<file path="src/rtl/core/lhc_pkg.sv">
// ----------------------------------------------------------------------------
// lhc_pkg
// Shared constants, codes and command word for the LRU handle cache.
// ----------------------------------------------------------------------------
package lhc_pkg;

   localparam int NumSlots   = 8;
   localparam int SlotW      = $clog2(NumSlots);
   localparam int CountW     = $clog2(NumSlots + 1);
   localparam int RankW      = SlotW;
   localparam int KeyW       = 32;
   localparam int QueueDepth = 2;

   localparam logic [CountW-1:0] CapReset = CountW'(NumSlots);

   typedef enum logic [1:0] {
      REQ_ACCESS = 2'd0,
      REQ_TRIM   = 2'd1,
      REQ_CLEAR  = 2'd2,
      REQ_NOP    = 2'd3
   } req_code_type;

   typedef enum logic [2:0] {
      RSP_EVICT     = 3'd0,
      RSP_HIT       = 3'd1,
      RSP_INSERT    = 3'd2,
      RSP_OPEN_FAIL = 3'd3,
      RSP_DONE      = 3'd4
   } status_type;

   typedef enum logic [1:0] {
      ST_IDLE   = 2'd0,
      ST_LOOKUP = 2'd1,
      ST_EXEC   = 2'd2
   } back_state_type;

   typedef struct packed {
      req_code_type      op;
      logic [KeyW-1:0]   key_x;
      logic [KeyW-1:0]   key_z;
      logic              open_ok;
   } cmd_type;

endpackage

</file>
<file path="src/rtl/core/lru_handle_cache.sv">
// ----------------------------------------------------------------------------
// lru_handle_cache
// Fully associative LRU cache of open handles keyed by a signed (x, z) pair.
// ----------------------------------------------------------------------------
// Request channel: a word (req_type, req_key_x, req_key_z, req_open_ok) is
// taken at a clock edge with start high and busy low. Access looks up the
// key; a hit moves it to most recent, a miss evicts oldest entries while the
// count is at or above capacity, then inserts the key if req_open_ok is set.
// Trim evicts down to capacity, clear empties the cache.
// Result channel: each result word shows on the rsp_ ports for one cycle with
// rsp_valid high; every eviction gives a word, and the final word of each
// request carries rsp_last. The receiver cannot stall; nothing holds results.
// The first result word passes the intake register, the command queue, the
// lookup state and the result register; each request then gives one word
// per cycle, one per eviction and a final word. A two-word command queue
// lets requests be taken while the engine works. The user must write
// capacity through csr_wr_en / csr_wr_data only while idle; the block does
// not enforce it. Reset empties the cache and sets capacity to eight entries.
// ----------------------------------------------------------------------------
module lru_handle_cache (
   input  logic                              clock,
   input  logic                              reset,
   input  logic                              start,
   output logic                              busy,
   input  logic [1:0]                        req_type,
   input  logic signed [lhc_pkg::KeyW-1:0]   req_key_x,
   input  logic signed [lhc_pkg::KeyW-1:0]   req_key_z,
   input  logic                              req_open_ok,
   input  logic                              csr_wr_en,
   input  logic [lhc_pkg::CountW-1:0]        csr_wr_data,
   output logic                              rsp_valid,
   output logic [2:0]                        rsp_status,
   output logic [lhc_pkg::SlotW-1:0]         rsp_slot,
   output logic signed [lhc_pkg::KeyW-1:0]   rsp_out_x,
   output logic signed [lhc_pkg::KeyW-1:0]   rsp_out_z,
   output logic [lhc_pkg::CountW-1:0]        rsp_entry_count,
   output logic                              rsp_last
);

   logic             q_push, q_pop, q_full, q_empty;
   lhc_pkg::cmd_type q_in_cmd, q_head;

   lhc_front u_front (
      .clock       (clock),
      .reset       (reset),
      .start       (start),
      .req_type    (req_type),
      .req_key_x   (req_key_x),
      .req_key_z   (req_key_z),
      .req_open_ok (req_open_ok),
      .q_full      (q_full),
      .busy        (busy),
      .push        (q_push),
      .push_cmd    (q_in_cmd)
   );

   lhc_queue u_queue (
      .clock    (clock),
      .reset    (reset),
      .push     (q_push),
      .push_cmd (q_in_cmd),
      .pop      (q_pop),
      .full     (q_full),
      .empty    (q_empty),
      .head     (q_head)
   );

   lhc_back u_back (
      .clock           (clock),
      .reset           (reset),
      .csr_wr_en       (csr_wr_en),
      .csr_wr_data     (csr_wr_data),
      .q_empty         (q_empty),
      .q_head          (q_head),
      .q_pop           (q_pop),
      .rsp_valid       (rsp_valid),
      .rsp_status      (rsp_status),
      .rsp_slot        (rsp_slot),
      .rsp_out_x       (rsp_out_x),
      .rsp_out_z       (rsp_out_z),
      .rsp_entry_count (rsp_entry_count),
      .rsp_last        (rsp_last)
   );

endmodule

</file>
<file path="src/rtl/core/lhc_front.sv">
// ----------------------------------------------------------------------------
// lhc_front
// Request intake: decodes the request word and stages it for the queue.
// ----------------------------------------------------------------------------
module lhc_front (
   input  logic                           clock,
   input  logic                           reset,
   input  logic                           start,
   input  logic [1:0]                     req_type,
   input  logic signed [lhc_pkg::KeyW-1:0] req_key_x,
   input  logic signed [lhc_pkg::KeyW-1:0] req_key_z,
   input  logic                           req_open_ok,
   input  logic                           q_full,
   output logic                           busy,
   output logic                           push,
   output lhc_pkg::cmd_type               push_cmd
);

   logic             valid_ff, valid_in;
   lhc_pkg::cmd_type cmd_ff, cmd_in;
   logic             take;

   assign busy     = valid_ff & q_full;
   assign take     = start & ~busy;
   assign push     = valid_ff & ~q_full;
   assign push_cmd = cmd_ff;

   always_comb begin
      cmd_in         = cmd_ff;
      cmd_in.op      = lhc_pkg::req_code_type'(req_type);
      cmd_in.key_x   = '0;
      cmd_in.key_z   = '0;
      cmd_in.open_ok = 1'b0;
      unique case (lhc_pkg::req_code_type'(req_type))
         lhc_pkg::REQ_ACCESS: begin
            cmd_in.key_x   = $unsigned(req_key_x);
            cmd_in.key_z   = $unsigned(req_key_z);
            cmd_in.open_ok = req_open_ok;
         end
         lhc_pkg::REQ_TRIM, lhc_pkg::REQ_CLEAR, lhc_pkg::REQ_NOP: begin
         end
         default: begin
         end
      endcase
   end

   always_comb begin
      if (take) begin
         valid_in = 1'b1;
      end else if (push) begin
         valid_in = 1'b0;
      end else begin
         valid_in = valid_ff;
      end
   end

   always_ff @(posedge clock) begin
      if (reset) begin
         valid_ff <= 1'b0;
      end else begin
         valid_ff <= valid_in;
      end
   end

   always_ff @(posedge clock) begin
      if (take) begin
         cmd_ff <= cmd_in;
      end
   end

endmodule

</file>
<file path="src/rtl/core/lhc_queue.sv">
// ----------------------------------------------------------------------------
// lhc_queue
// Short command FIFO between request intake and the cache engine.
// ----------------------------------------------------------------------------
module lhc_queue (
   input  logic             clock,
   input  logic             reset,
   input  logic             push,
   input  lhc_pkg::cmd_type push_cmd,
   input  logic             pop,
   output logic             full,
   output logic             empty,
   output lhc_pkg::cmd_type head
);

   localparam int PtrW = (lhc_pkg::QueueDepth > 1) ? $clog2(lhc_pkg::QueueDepth) : 1;
   localparam int CntW = $clog2(lhc_pkg::QueueDepth + 1);
   localparam logic [PtrW-1:0] LastPtr = PtrW'(lhc_pkg::QueueDepth - 1);
   localparam logic [CntW-1:0] FullCnt = CntW'(lhc_pkg::QueueDepth);

   lhc_pkg::cmd_type  mem_ff [lhc_pkg::QueueDepth];
   logic [PtrW-1:0]   wr_ptr_ff, wr_ptr_in;
   logic [PtrW-1:0]   rd_ptr_ff, rd_ptr_in;
   logic [CntW-1:0]   count_ff, count_in;

   assign full  = (count_ff == FullCnt);
   assign empty = (count_ff == '0);
   assign head  = mem_ff[rd_ptr_ff];

   always_comb begin
      wr_ptr_in = wr_ptr_ff;
      rd_ptr_in = rd_ptr_ff;
      count_in  = count_ff;
      if (push) begin
         wr_ptr_in = (wr_ptr_ff == LastPtr) ? '0 : wr_ptr_ff + PtrW'(1);
      end
      if (pop) begin
         rd_ptr_in = (rd_ptr_ff == LastPtr) ? '0 : rd_ptr_ff + PtrW'(1);
      end
      case ({push, pop})
         2'b10:   count_in = count_ff + CntW'(1);
         2'b01:   count_in = count_ff - CntW'(1);
         default: count_in = count_ff;
      endcase
   end

   always_ff @(posedge clock) begin
      if (reset) begin
         wr_ptr_ff <= '0;
         rd_ptr_ff <= '0;
         count_ff  <= '0;
      end else begin
         wr_ptr_ff <= wr_ptr_in;
         rd_ptr_ff <= rd_ptr_in;
         count_ff  <= count_in;
      end
   end

   always_ff @(posedge clock) begin
      if (push) begin
         mem_ff[wr_ptr_ff] <= push_cmd;
      end
   end

endmodule

</file>
<file path="src/rtl/core/lhc_back.sv">
// ----------------------------------------------------------------------------
// lhc_back
// Cache engine: tag lookup, recency update, eviction runs and result words.
// ----------------------------------------------------------------------------
module lhc_back (
   input  logic                              clock,
   input  logic                              reset,
   input  logic                              csr_wr_en,
   input  logic [lhc_pkg::CountW-1:0]        csr_wr_data,
   input  logic                              q_empty,
   input  lhc_pkg::cmd_type                  q_head,
   output logic                              q_pop,
   output logic                              rsp_valid,
   output logic [2:0]                        rsp_status,
   output logic [lhc_pkg::SlotW-1:0]         rsp_slot,
   output logic signed [lhc_pkg::KeyW-1:0]   rsp_out_x,
   output logic signed [lhc_pkg::KeyW-1:0]   rsp_out_z,
   output logic [lhc_pkg::CountW-1:0]        rsp_entry_count,
   output logic                              rsp_last
);

   localparam int N  = lhc_pkg::NumSlots;
   localparam int SW = lhc_pkg::SlotW;
   localparam int CW = lhc_pkg::CountW;
   localparam int RW = lhc_pkg::RankW;
   localparam int KW = lhc_pkg::KeyW;
   localparam logic [CW-1:0] CapMax = CW'(N);

   lhc_pkg::back_state_type state_ff, state_in;
   lhc_pkg::cmd_type        cur_ff, cur_in;

   logic [KW-1:0] tag_x_ff [N];
   logic [KW-1:0] tag_z_ff [N];
   logic          tag_we;
   logic [SW-1:0] tag_idx;

   logic [N-1:0]  valid_ff, valid_in;
   logic [RW-1:0] rank_ff [N];
   logic [RW-1:0] rank_in [N];
   logic [CW-1:0] held_ff, held_in;
   logic [CW-1:0] cap_ff, cap_eff;

   logic          hit_ff, hit_in;
   logic [SW-1:0] hit_idx_ff, hit_idx_in;

   logic          m_found, f_found, v_found;
   logic [SW-1:0] m_idx, f_idx, v_idx;
   logic [RW-1:0] v_rank;
   logic          exec_done;

   logic               rsp_valid_ff, rsp_valid_in;
   lhc_pkg::status_type rsp_status_ff, rsp_status_in;
   logic [SW-1:0]      rsp_slot_ff, rsp_slot_in;
   logic [KW-1:0]      rsp_x_ff, rsp_x_in;
   logic [KW-1:0]      rsp_z_ff, rsp_z_in;
   logic [CW-1:0]      rsp_count_ff, rsp_count_in;
   logic               rsp_last_ff, rsp_last_in;

   assign rsp_valid       = rsp_valid_ff;
   assign rsp_status      = rsp_status_ff;
   assign rsp_slot        = rsp_slot_ff;
   assign rsp_out_x       = $signed(rsp_x_ff);
   assign rsp_out_z       = $signed(rsp_z_ff);
   assign rsp_entry_count = rsp_count_ff;
   assign rsp_last        = rsp_last_ff;

   assign cap_eff = (cap_ff > CapMax) ? CapMax : cap_ff;

   always_comb begin
      m_found = 1'b0;
      m_idx   = '0;
      f_found = 1'b0;
      f_idx   = '0;
      for (int i = N - 1; i >= 0; i--) begin
         if (valid_ff[i] && tag_x_ff[i] == cur_ff.key_x && tag_z_ff[i] == cur_ff.key_z) begin
            m_found = 1'b1;
            m_idx   = SW'(i);
         end
         if (!valid_ff[i]) begin
            f_found = 1'b1;
            f_idx   = SW'(i);
         end
      end
   end

   always_comb begin
      v_found = 1'b0;
      v_idx   = '0;
      v_rank  = '0;
      for (int i = 0; i < N; i++) begin
         if (valid_ff[i] && (!v_found || rank_ff[i] > v_rank)) begin
            v_found = 1'b1;
            v_idx   = SW'(i);
            v_rank  = rank_ff[i];
         end
      end
   end

   always_comb begin
      state_in = state_ff;
      unique case (state_ff)
         lhc_pkg::ST_IDLE: begin
            if (!q_empty) begin
               state_in = lhc_pkg::ST_LOOKUP;
            end
         end
         lhc_pkg::ST_LOOKUP: begin
            state_in = lhc_pkg::ST_EXEC;
         end
         lhc_pkg::ST_EXEC: begin
            if (exec_done) begin
               state_in = q_empty ? lhc_pkg::ST_IDLE : lhc_pkg::ST_LOOKUP;
            end
         end
         default: begin
            state_in = lhc_pkg::ST_IDLE;
         end
      endcase
   end

   always_comb begin
      cur_in        = cur_ff;
      q_pop         = 1'b0;
      hit_in        = hit_ff;
      hit_idx_in    = hit_idx_ff;
      valid_in      = valid_ff;
      rank_in       = rank_ff;
      held_in       = held_ff;
      tag_we        = 1'b0;
      tag_idx       = f_idx;
      exec_done     = 1'b0;
      rsp_valid_in  = 1'b0;
      rsp_status_in = lhc_pkg::RSP_DONE;
      rsp_slot_in   = '0;
      rsp_x_in      = '0;
      rsp_z_in      = '0;
      rsp_last_in   = 1'b1;
      rsp_count_in  = held_ff;

      unique case (state_ff)
         lhc_pkg::ST_IDLE: begin
            if (!q_empty) begin
               q_pop  = 1'b1;
               cur_in = q_head;
            end
         end
         lhc_pkg::ST_LOOKUP: begin
            hit_in     = m_found;
            hit_idx_in = m_idx;
         end
         lhc_pkg::ST_EXEC: begin
            case (cur_ff.op)
               lhc_pkg::REQ_ACCESS: begin
                  if (hit_ff) begin
                     for (int i = 0; i < N; i++) begin
                        if (valid_ff[i] && rank_ff[i] < rank_ff[hit_idx_ff]) begin
                           rank_in[i] = rank_ff[i] + RW'(1);
                        end
                     end
                     rank_in[hit_idx_ff] = '0;
                     exec_done     = 1'b1;
                     rsp_valid_in  = 1'b1;
                     rsp_status_in = lhc_pkg::RSP_HIT;
                     rsp_slot_in   = hit_idx_ff;
                     rsp_x_in      = cur_ff.key_x;
                     rsp_z_in      = cur_ff.key_z;
                  end else if (held_ff != '0 && held_ff >= cap_eff) begin
                     if (v_found) begin
                        valid_in[v_idx] = 1'b0;
                        rank_in[v_idx]  = '0;
                        held_in         = held_ff - CW'(1);
                        rsp_valid_in    = 1'b1;
                        rsp_status_in   = lhc_pkg::RSP_EVICT;
                        rsp_slot_in     = v_idx;
                        rsp_x_in        = tag_x_ff[v_idx];
                        rsp_z_in        = tag_z_ff[v_idx];
                        rsp_last_in     = 1'b0;
                        rsp_count_in    = held_in;
                     end else begin
                        held_in = '0;
                     end
                  end else if (cur_ff.open_ok && f_found) begin
                     for (int i = 0; i < N; i++) begin
                        if (valid_ff[i]) begin
                           rank_in[i] = rank_ff[i] + RW'(1);
                        end
                     end
                     rank_in[f_idx]  = '0;
                     valid_in[f_idx] = 1'b1;
                     tag_we          = 1'b1;
                     held_in         = held_ff + CW'(1);
                     exec_done       = 1'b1;
                     rsp_valid_in    = 1'b1;
                     rsp_status_in   = lhc_pkg::RSP_INSERT;
                     rsp_slot_in     = f_idx;
                     rsp_x_in        = cur_ff.key_x;
                     rsp_z_in        = cur_ff.key_z;
                     rsp_count_in    = held_in;
                  end else begin
                     exec_done     = 1'b1;
                     rsp_valid_in  = 1'b1;
                     rsp_status_in = lhc_pkg::RSP_OPEN_FAIL;
                     rsp_x_in      = cur_ff.key_x;
                     rsp_z_in      = cur_ff.key_z;
                  end
               end
               lhc_pkg::REQ_TRIM: begin
                  if (held_ff > cap_eff) begin
                     if (v_found) begin
                        valid_in[v_idx] = 1'b0;
                        rank_in[v_idx]  = '0;
                        held_in         = held_ff - CW'(1);
                        rsp_valid_in    = 1'b1;
                        rsp_status_in   = lhc_pkg::RSP_EVICT;
                        rsp_slot_in     = v_idx;
                        rsp_x_in        = tag_x_ff[v_idx];
                        rsp_z_in        = tag_z_ff[v_idx];
                        rsp_last_in     = 1'b0;
                        rsp_count_in    = held_in;
                     end else begin
                        held_in = '0;
                     end
                  end else begin
                     exec_done    = 1'b1;
                     rsp_valid_in = 1'b1;
                  end
               end
               lhc_pkg::REQ_CLEAR: begin
                  valid_in = '0;
                  for (int i = 0; i < N; i++) begin
                     rank_in[i] = '0;
                  end
                  held_in      = '0;
                  exec_done    = 1'b1;
                  rsp_valid_in = 1'b1;
                  rsp_count_in = '0;
               end
               default: begin
                  exec_done    = 1'b1;
                  rsp_valid_in = 1'b1;
               end
            endcase
            if (exec_done && !q_empty) begin
               q_pop  = 1'b1;
               cur_in = q_head;
            end
         end
         default: begin
         end
      endcase
   end

   always_ff @(posedge clock) begin
      if (reset) begin
         state_ff     <= lhc_pkg::ST_IDLE;
         valid_ff     <= '0;
         held_ff      <= '0;
         cap_ff       <= lhc_pkg::CapReset;
         hit_ff       <= 1'b0;
         rsp_valid_ff <= 1'b0;
         for (int i = 0; i < N; i++) begin
            rank_ff[i] <= '0;
         end
      end else begin
         state_ff     <= state_in;
         valid_ff     <= valid_in;
         held_ff      <= held_in;
         hit_ff       <= hit_in;
         rsp_valid_ff <= rsp_valid_in;
         rank_ff      <= rank_in;
         if (csr_wr_en) begin
            cap_ff <= csr_wr_data;
         end
      end
   end

   always_ff @(posedge clock) begin
      cur_ff        <= cur_in;
      hit_idx_ff    <= hit_idx_in;
      rsp_status_ff <= rsp_status_in;
      rsp_slot_ff   <= rsp_slot_in;
      rsp_x_ff      <= rsp_x_in;
      rsp_z_ff      <= rsp_z_in;
      rsp_count_ff  <= rsp_count_in;
      rsp_last_ff   <= rsp_last_in;
   end

   always_ff @(posedge clock) begin
      if (tag_we) begin
         tag_x_ff[tag_idx] <= cur_ff.key_x;
         tag_z_ff[tag_idx] <= cur_ff.key_z;
      end
   end

endmodule

</file>
<file path="config.mk">
export PLATFORM = sky130hd
export DESIGN_NAME = lru_handle_cache
export DESIGN_NICKNAME = d
export VERILOG_FILES = /design/src/rtl/core/lhc_pkg.sv /design/src/rtl/core/lru_handle_cache.sv /design/src/rtl/core/lhc_front.sv /design/src/rtl/core/lhc_queue.sv /design/src/rtl/core/lhc_back.sv
export SDC_FILE = /design/constraint.sdc
export NUM_CORES = 2
export LEC_CHECK = 0
export BUFFER_PORTS_ARGS = -buffer_cell sky130_fd_sc_hd__buf_4
export CAP_MARGIN = 20
export CORE_MARGIN = 10
export CORE_UTILIZATION = 40
export CTS_CLUSTER_SIZE = 12
export DETAILED_ROUTE_END_ITERATION = 10
export PLACE_DENSITY = 0.61
export SETUP_SLACK_MARGIN = 0.5
export SKIP_LAST_GASP = 1
export SLEW_MARGIN = 30
export SYNTH_ARGS = -nofsm -noshare
export SYNTH_HDL_FRONTEND = slang
export SYNTH_HIERARCHICAL = 1
export SYNTH_SLANG_ARGS = --single-unit
export TNS_END_PERCENT = 50
</file>
<file path="constraint.sdc">
create_clock -name clock -period 27.2 [get_ports clock]
set_input_delay 1.36 -clock clock [delete_from_list [all_inputs] [get_ports clock]]
set_output_delay 1.36 -clock clock [all_outputs]
set_load 0.02 [all_outputs]
</file>
==> results.sh <==
export IMPL_report_final_slew_viol_count=0
export IMPL_mappedNetlistArea_mm2=0.0427
export IMPL_cp_end_kind="flop"
export IMPL_critical_path_required_ns=27.80
export IMPL_ant_nets=0
export IMPL_drt_pass1_iter_count=6
export IMPL_p_leak_nw=16.5
export IMPL_h_tree_depth=3
export IMPL_clockBufferDepth=3
export IMPL_crit_slowest_cell="buf_4"
export IMPL_avgSynthCellArea_um2=12.3
export IMPL_grt_total_usage=0.267
export IMPL_area_growth_syn_to_layout_pct=13.9
export IMPL_p_per_area_mw_per_mm2=88.5
export IMPL_clk_pin_slew_ns=0.06
export IMPL_synth_flop_cell="edfxtp_1"
export IMPL_drv_cap=0
export IMPL_postCtsHoldBufs=0
export IMPL_setup_tns_ns=0
export IMPL_via_per_inst=6.18
export IMPL_grt_pass1_wl_mm=231
export IMPL_synth_most_common_cell="edfxtp_1"
export IMPL_ctsResizeCount=0
export IMPL_p_clk_frac=0.311
export IMPL_hpwlAfterDp_mm=119
export IMPL_place_congestion=1.05
export IMPL_synthArstFlopShare=0
export IMPL_tightest_slew_ns=1.16
export IMPL_internal_power_w=0.00280
export IMPL_crit_fanout=70
export IMPL_setup_viol=0
export IMPL_synthTopCellsByArea="edfxtp_1, dfxtp_1, xnor2_1, xor2_1, nand2_1"
export IMPL_holdCritPathClass="flop to flop"
export IMPL_grt_max_degree=74
export IMPL_synthesis_nets=3605
export IMPL_combPwrFrac=0.247
export IMPL_reg2reg_slack_ns=15.06
export IMPL_swShare=0.349
export IMPL_clock_skew_final_ns=0.0377
export IMPL_cts_tree="yes"
export IMPL_drcViolationCount=0
export IMPL_netlist_top_cell_by_area="edfxtp_1"
export IMPL_hold_viol=0
export IMPL_initial_core_util=0.404
export IMPL_die_w_um=347
export IMPL_ir_worst_vdd_v=0.0000518
export IMPL_finalPower_w=0.00430
export IMPL_timing_fmax_ghz=0.0824
export IMPL_period_share=0.446
export IMPL_critical_path_class="flop to flop"
export IMPL_cp_arrival_ns=12.74
export IMPL_start_kind="flop"
export IMPL_slew_headroom=0.222
export IMPL_synthCells=3473
export IMPL_ys_seq_elements=908
export IMPL_clkLatencyLatePin_ns=0.70
export IMPL_grt_ovfl_total=0
export IMPL_cts_setup_buffers=0
export IMPL_detail_route_wl_per_cell_um=32.9
export IMPL_routed_wl_mm=166
export IMPL_antenna_found_initial=10
export IMPL_rsz0062_at_grt="false"
export IMPL_final_nets=3723
export IMPL_drive_above_1_share=0.139
export IMPL_p_switching_w=0.00150
export IMPL_max_stage_delay_ns=0.84
export IMPL_ys_warnings_count=6
export IMPL_yosysSeqAreaShare=0.609
export IMPL_synthDistinctLibCells=96
export IMPL_row_count=119
export IMPL_synth_edf_count=783
export IMPL_core_mm2=0.106
export IMPL_grt_pass1_vias=29400
export IMPL_cts_sinks=908
export IMPL_vias=31300
export IMPL_portBuffers=151
export IMPL_status="complete, no violations"
export IMPL_io_pins=152
export IMPL_fin_util=0.460
export IMPL_period_minus_slack_ns=12.14
export IMPL_die_h_um=347
export IMPL_netlist_top_cells_count="edfxtp_1, nand2_1, xnor2_1, xor2_1, nor2_1"
export IMPL_power_frac_seq=0.442
export IMPL_synth_top_area_share=0.550
export IMPL_drtIter0Drc=5117
export IMPL_die_area_mm2=0.120
export IMPL_numCtsBuffers=102
export IMPL_cts_root_buf="clkbuf_16"
export IMPL_cp_common_cell="ha_1"
==> power groups by stage <==
stage / Clock, W / Sequential, W / Combinational, W
finish: 0.00134 / 0.00190 / 0.00106
global route: 0.00141 / 0.00192 / 0.00107
CTS: 0.00136 / 0.00191 / 0.00102
detailed placement: 0 / 0.00193 / 0.00101
global placement: 0 / 0.00193 / 0.00102
floorplan: 0 / 0.00184 / 0.000571
==> metrics by stage <==
stage / std cells / instance area [µm²] / hold WS (ns) / setup WS [ns]
2_1_floorplan: 3473 / 42700 / 0.421 / 17.37
3_3_place_gp: 4876 / 45400 / 0.424 / 15.31
3_5_place_dp: 4877 / 45400 / 0.429 / 15.27
4_1_cts: 5066 / 48600 / 0.420 / 15.26
5_1_grt: 5067 / 48700 / 0.433 / 13.97
6_report: 5068 / 48700 / 0.425 / 15.06
==> sequential cells by signal, indices dropped and copies added (netlist names), 2 cells and up, named ones only <==
name,count
u_back/state_ff,2
u_back/held_ff,4
u_back/hit_idx_ff,3
u_back/tag_x_ff,256
u_queue/count_ff,2
u_back/cur_ff,67
u_queue/mem_ff,134
u_back/rsp_entry_count,4
u_front/push_cmd,67
u_back/tag_z_ff,256
u_back/valid_ff,8
u_back/rsp_slot,3
u_back/rsp_out_x,32
u_back/rank_ff,24
u_back/cap_ff,4
u_back/rsp_out_z,32
u_back/rsp_status,3
==> cells by family (layout without fill, tap and decap cells) <==
kind of cell             count (synthesis)  after routing  share of synthesized area
AND/OR/NAND/NOR                        962            962                      0.111
adder cells (fa/ha/maj)                 57             57                     0.0167
buffers and inverters                  327            530                     0.0327
AO/OA/AOI/OAI                          699            699                      0.118
multiplexers                           111            111                     0.0288
flip-flops                             908            908                      0.609
XOR/XNOR                               409            409                     0.0838
other                                    0              1                          0
==> cell type report <==
cell class | count | area [µm²]
Fill cell | 9672 | 57100
Sequential cell | 908 | 26000
Multi-Input combinational cell | 2238 | 15500
Clock buffer | 144 | 2810
Timing Repair Buffer | 232 | 1770
Tap cell | 1391 | 1740
Inverter | 109 | 409
Clock inverter | 45 | 383
Antenna cell | 1 | 2.50
==> critical path: cells and delay by family, from the launching register on <==
| family | cells | cell delay, ns |
|---|---|---|
| compound gates | 21 | 5.92 |
| fa+ha+maj | 8 | 1.99 |
| buf+inv | 1 | 0.84 |
| flops | 1 | 0.52 |
| mux | 3 | 1.09 |
| simple gates | 7 | 1.51 |
==> layout by cell type, fill, tap and decap left out, drive strengths merged, types with 31 or more instances in the layout <==
cell type,count
a211oi,43
a21o,36
a21oi,132
a311oi,36
a32o,56
and2,83
buf,232
clkbuf,144
clkinv,35
dfxtp,125
edfxtp,783
ha,57
inv,111
mux2,74
mux2i,35
nand2,334
nand3,94
nand4,80
nor2,156
nor4,71
o21ai,107
o221ai,48
o22ai,62
or3,31
xnor2,249
xor2,160
==> final timing paths <==
kind / to / from / depth (start not counted)
hold reg to reg: u_queue/mem_ff[0][62] / u_front/push_cmd[62] / 0
hold / removal: u_queue/mem_ff[0][62] / u_front/push_cmd[62] / 0
setup / recovery: u_back/rsp_out_x[27] / u_back/rank_ff[21] / 40
setup reg to reg: u_back/rsp_out_x[27] / u_back/rank_ff[21] / 40
==> metal layers <==
| metal | part of all wire | track usage | wire [µm] | up-vias |
|---|---|---|---|---|
| met1 | 0.40 | 0.361 | 66400 | 15800 |
| met5 | 0.000078 | 0 | 13 | - |
| li1 | - | - | - | 13300 |
| met4 | 0.052 | 0.123 | 8630 | 2 |
| met2 | 0.45 | 0.411 | 74100 | 1936 |
| met3 | 0.10 | 0.0516 | 17400 | 308 |
Note: power is estimated with default switching activity, not from simulation.
